File: config.mk
export PLATFORM = sky130hd
export DESIGN_NAME = mrlr_ctrl
export DESIGN_NICKNAME = d
export VERILOG_FILES = /design/src/mrlr_pkg.sv /design/src/mrlr_ctrl.sv
export SDC_FILE = /design/constraint.sdc
export NUM_CORES = 1
export LEC_CHECK = 0
export BUFFER_PORTS_ARGS = -buffer_cell sky130_fd_sc_hd__buf_2
export CORE_AREA = 2 2 39 41
export CTS_BUF_LIST = sky130_fd_sc_hd__clkbuf_2 sky130_fd_sc_hd__clkbuf_4 sky130_fd_sc_hd__clkbuf_8
export DETAILED_ROUTE_END_ITERATION = 8
export DIE_AREA = 0 0 41 43
export PLACE_DENSITY = 0.39
export RECOVER_POWER = 100
export SLEW_MARGIN = 5
export SYNTH_ARGS = -nofsm -noshare
export SYNTH_HDL_FRONTEND = slang
export SYNTH_SLANG_ARGS = --single-unit
File: constraint.sdc
create_clock -name clk -period 2.7 [get_ports clk]
set_input_delay 0.54 -clock clk [delete_from_list [all_inputs] [get_ports clk]]
set_output_delay 0.54 -clock clk [all_outputs]
set_load 0.02 [all_outputs]
File: src/mrlr_pkg.sv
package mrlr_pkg;

    // default sizes
    localparam int BUF_BYTES_DEF = 8192;
    localparam int READERS_DEF   = 4;
    localparam int MAX_BURST_DEF = 32;

    // command codes
    typedef enum logic [2:0] {
        CMD_WRITE  = 3'd0,
        CMD_SUB    = 3'd1,
        CMD_UNSUB  = 3'd2,
        CMD_READ   = 3'd3,
        CMD_DUMP   = 3'd4
    } cmd_t;

    // controller states
    typedef enum logic [2:0] {
        ST_IDLE,
        ST_CALC,
        ST_PLAN,
        ST_ADDR,
        ST_EMIT
    } state_t;

    // input item
    typedef struct packed {
        logic [2:0] command;
        logic [7:0] data_byte;
        logic [1:0] reader;
        logic [5:0] max_len;
    } req_t;

    // result item
    typedef struct packed {
        logic [7:0] out_byte;
        logic       has_byte;
        logic [1:0] slot;
        logic       slot_granted;
        logic       last;
    } res_t;

    // controller to datapath
    typedef struct packed {
        logic do_write;
        logic do_subscribe;
        logic do_unsub;
        logic take;
        logic empty_now;
        logic calc;
        logic plan;
        logic setup;
        logic emit;
    } ctrl_t;

    // datapath to controller
    typedef struct packed {
        logic rd_ok;
        logic n_zero;
        logic emit_done;
    } stat_t;

endpackage

File: src/mrlr_ctrl.sv
module mrlr_ctrl (
    input  logic            clk,
    input  logic            rst_n,
    input  logic            start,
    input  logic [2:0]      command,
    input  mrlr_pkg::stat_t stat,
    output mrlr_pkg::ctrl_t ctrl,
    output logic            busy
);

    mrlr_pkg::state_t state_reg;
    mrlr_pkg::state_t state_next;
    logic             accept;

    assign accept = start && (state_reg == mrlr_pkg::ST_IDLE);
    assign busy   = (state_reg != mrlr_pkg::ST_IDLE);

    // state register
    always_ff @(posedge clk or negedge rst_n)
    begin
        if (!rst_n)
        begin
            state_reg <= mrlr_pkg::ST_IDLE;
        end
        else
        begin
            state_reg <= state_next;
        end
    end

    // next state
    always_comb
    begin
        state_next = state_reg;
        case (state_reg)
            mrlr_pkg::ST_IDLE:
            begin
                if (start)
                begin
                    if ((command == mrlr_pkg::CMD_READ && stat.rd_ok) ||
                        command == mrlr_pkg::CMD_DUMP)
                    begin
                        state_next = mrlr_pkg::ST_CALC;
                    end
                end
            end
            mrlr_pkg::ST_CALC:
            begin
                state_next = mrlr_pkg::ST_PLAN;
            end
            mrlr_pkg::ST_PLAN:
            begin
                state_next = stat.n_zero ? mrlr_pkg::ST_IDLE : mrlr_pkg::ST_ADDR;
            end
            mrlr_pkg::ST_ADDR:
            begin
                state_next = mrlr_pkg::ST_EMIT;
            end
            mrlr_pkg::ST_EMIT:
            begin
                if (stat.emit_done)
                begin
                    state_next = mrlr_pkg::ST_IDLE;
                end
            end
            default:
            begin
                state_next = mrlr_pkg::ST_IDLE;
            end
        endcase
    end

    // command outputs
    always_comb
    begin
        ctrl = '0;
        case (state_reg)
            mrlr_pkg::ST_IDLE:
            begin
                if (accept)
                begin
                    case (command)
                        mrlr_pkg::CMD_WRITE: ctrl.do_write     = 1'b1;
                        mrlr_pkg::CMD_SUB:   ctrl.do_subscribe = 1'b1;
                        mrlr_pkg::CMD_UNSUB: ctrl.do_unsub     = 1'b1;
                        mrlr_pkg::CMD_READ:
                        begin
                            ctrl.take      = stat.rd_ok;
                            ctrl.empty_now = !stat.rd_ok;
                        end
                        mrlr_pkg::CMD_DUMP:  ctrl.take         = 1'b1;
                        default:             ctrl              = '0;
                    endcase
                end
            end
            mrlr_pkg::ST_CALC: ctrl.calc  = 1'b1;
            mrlr_pkg::ST_PLAN: ctrl.plan  = 1'b1;
            mrlr_pkg::ST_ADDR: ctrl.setup = 1'b1;
            mrlr_pkg::ST_EMIT: ctrl.emit  = 1'b1;
            default:           ctrl       = '0;
        endcase
    end

endmodule

==> results <==
- Yosys printed 0 warnings.
- The later pin in the worst-skew pair is clocked with a latency of 0.23 ns.
- In the routed layout, each cell is associated on average with a via count of 4.31.
- In the layout the commonest cells are clkbuf_1 (10), buf_2 (7), nor2_1 (4), clkbuf_4 (4).
- The highest metal layer with signal wires is met3.
- The final-report setup violation count is 0.
- The cell at the slowest stage of the critical path is or4b_4.
- The count of input and output buffers is 18.
- The finished cells cover 362 um^2.
- Detailed routing placed a total of around 250 um of wire on met2.
- The largest family of logic cells by synthesized area is simple AND/OR/NAND/NOR gates.
- The final weighted congestion of routability-driven global placement is 0.622.
- Derived from the worst setup path, the maximum achievable clock frequency is 0.391 GHz.
- The minimum clock period after layout is 2.55 ns.
- The critical register-to-register path endpoint is state_reg[0].
- In this run, post-CTS hold repair placed 0 buffers.
- The kind of cell adding the most delay to the critical path is simple AND/OR/NAND/NOR gates.
- The number of design rule violations left after detail routing is 0.
- The wire length after detailed routing is 566 um.
- The path class of the lowest-slack min-delay path is in2async.
- The clock sink count is 3.
- The number of register bits inferred by synthesis is 3.
- The number of antenna violations at the first check in global routing was 0.
- The post-route clock skew is 0.00131 ns.
- The category of the worst setup path launch point is a register.
- Dividing the final minimum period by the clock period gives 94.6%.
- The floorplan step set the die width to 41 um.
- Setup repair after global routing left no endpoint under its margin.
- The share of the Yosys chip area taken by registers is between 30% and 40%.
- The final number of hold-violating endpoints is 0.
- The share of the synthesized area in compound gates (AO/OA/AOI/OAI) is a little under a tenth.
- Synthesis produced 24 cells.
- TritonCTS created 3 clock buffers.
- Of all nets on the critical path, the largest fanout is 8.
- After detailed routing, the average wire length per cell comes to 9.13 um.
- Entering global routing, the biggest net connects 9 pins.
- The max-slew violation total from the final report is 0.
- The leakage component of the power is 0.169 nW.
- The region available for standard cell placement spans 1380 um^2.
- The floorplan has 14 rows.
- The register with the most flip-flops in the layout has 3 of them.
- The worst setup path is of the reg2out kind.
- The buffers plus inverters on the worst setup path is 1.
- The area after detailed placement is ~340 um^2.
- The I/O pin count is 19.
- At the worst endpoint, the required time is between 2 and 2.5 ns.
- The global-route usage over all layers is 8.16%.
- The post-synth net total is 33.
- The H-tree depth is 1.
- The most common library cell in the layout ignoring fill and taps is clkbuf_1.
- The count of unique library cells instantiated by Yosys is 17.
- Once detailed placement completed, the half-perimeter wirelength came to 448 um.
- The number of global-route vias before repair is 269.
- The worst register-to-register path begins at state_reg[0].
- The setup TNS is 0 ns.
- The launch point of the worst path is state_reg[0].
- The number of cells traversed by the worst register-to-register path is 2.
- The area growth from synthesis to layout is 54.5%.
- The area of the mapped netlist is 234 um^2.
- The via count of the routed design is 267.
- In the detailed route, the total length drawn on met3 is 71 um.
- The xor and xnor area share after synthesis is 0%.
- Of the cells placed in the final design, the portion with a size suffix greater than 1 is 37.0%.
- The maximum resistive drop on vdd is 161 uV.
- The initial standard-cell utilization of the core is between 10% and 20%.
- The diode insertion count for antenna repair is 0.
- The first-pass iteration count of the detailed router is 1.
- Once detail routing completed, the nets flagged for antenna violations numbered 0.
- The data arrival at the endpoint of the critical path is 2.01 ns.
- Averaged over all synthesized cells, the footprint is just under 10 um^2.
- The number of filler instances in the final layout is 162.
- In this run the deepest clock path goes through 2 buffers.
- The clock transition at the registers of the reported paths is 0.04 ns.
- For this block, wires on met1 add up to 249 um.
- The net count of the finished layout is 56.
- The transition time at the pin with the least slew margin is roughly 0.25 ns.
- The mux cell area share after synthesis is 4.81%.
- The cell at the root of the clock tree is clkbuf_4.
- The first-pass GRT wire length is 972 um.
- On the worst path, the slowest cell contributes a delay of roughly 0.6 ns.
- The count of routing violations after the opening detailed-route iteration is 0.
- The height of the chip is 43 um.
- The critical path goes through or4b_4 > or3b_4 > nor3b_2 > clkbuf_2.
- The clock tree from TritonCTS is done.
- For this run the aggregate overflow at the end of global routing stands at 0.
- The fraction of the mapped netlist area in simple logic gates is 52.4%.
- The setup check on the worst reg-to-reg path leaves a slack of 1.43 ns.
- The tightest slew margin relative to the limit is between 80% and 90%.
- After Yosys synthesis, full adders, half adders and majority gates account for 0% of the synthesized area.
- In this run the post-CTS setup repair buffer count came out at 0.
- The run finished with clean final reports.
- The worst setup path is captured at an output pin.
- The tool flagged a number of max-cap violations equal to 0.
- The number of gates given a new drive strength after cts is 0.
- The die area is ~1800 um^2.
- For this design the ratio of total power to cell area is 826 nW/um^2.
==> cell type report <==
type	instances	area, um^2	share of cell area (%)
Timing Repair Buffer	18	77.6	21.5
Inverter	1	3.75	1.04
Multi-Input combinational cell	20	155	42.9
Tap cell	16	20.0	5.54
Clock buffer	4	30.0	8.30
Sequential cell	3	75.1	20.8
==> layer usage <==
layer	global-route usage (%)	vias to the layer above
met5	0	-
met4	8.00	0
met3	1.57	0
met2	11.9	16
met1	9.09	115
li1	-	136
==> stage by stage <==
| step | setup slack (ns) | power, mW | std cells | util (%) | hold WS (ns) |
|---|---|---|---|---|---|
| 5_1_grt | 0.0618 | 0.326 | 62 | 26.1 | 0.0976 |
| 4_1_cts | 0.134 | 0.312 | 62 | 27.0 | 0.0921 |
| 3_5_place_dp | 0.321 | 0.221 | 58 | 24.9 | 0.338 |
| 3_3_place_gp | 0.334 | 0.222 | 58 | 24.9 | 0.337 |
| 6_report | 0.146 | 0.299 | 62 | 26.1 | 0.106 |
| 2_1_floorplan | 0.396 | 0.174 | 24 | - | 0.244 |
==> how the worst max path moves through the flow <==
stage	to	cells past startpoint
final	ctrl[4]	4
after global routing	ctrl[4]	4
after CTS	ctrl[4]	4
after detailed placement	ctrl[4]	5
after global placement	ctrl[4]	5
after floorplan	ctrl[6]	2
==> where the power goes <==
group          internal [mW]  leakage (nW)  switching, mW
Combinational         0.0538         0.110         0.0755
Clock                 0.0653        0.0184         0.0216
Sequential            0.0582        0.0405         0.0242
==> kinds of logic after synthesis <==
| logic type | Yosys count |
|---|---|
| buffers and inverters | 1 |
| and+or+nand+nor | 16 |
| muxes | 1 |
| DFF | 3 |
| AOI/OAI and AO/OA | 3 |
==> cell usage after synthesis <==
cell type  count  share of area (%)
and4b_1        1                4.3
or4b_4         1                5.9
nand2b_1       1                2.7
nor3b_2        1                5.3
or3_1          1                2.7
inv_1          1                1.6
and3b_2        1                4.3
dfrtp_1        3                 32
nor2_1         4                6.4
mux2_2         1                4.8
o32ai_1        1                3.7
or3b_4         1                4.8
a21oi_1        1                2.1
nor3b_1        3                9.6
a21o_1         1                3.2
nor4_1         1                2.7
nor4b_1        1                3.7
(Power assumes the default switching activity.)
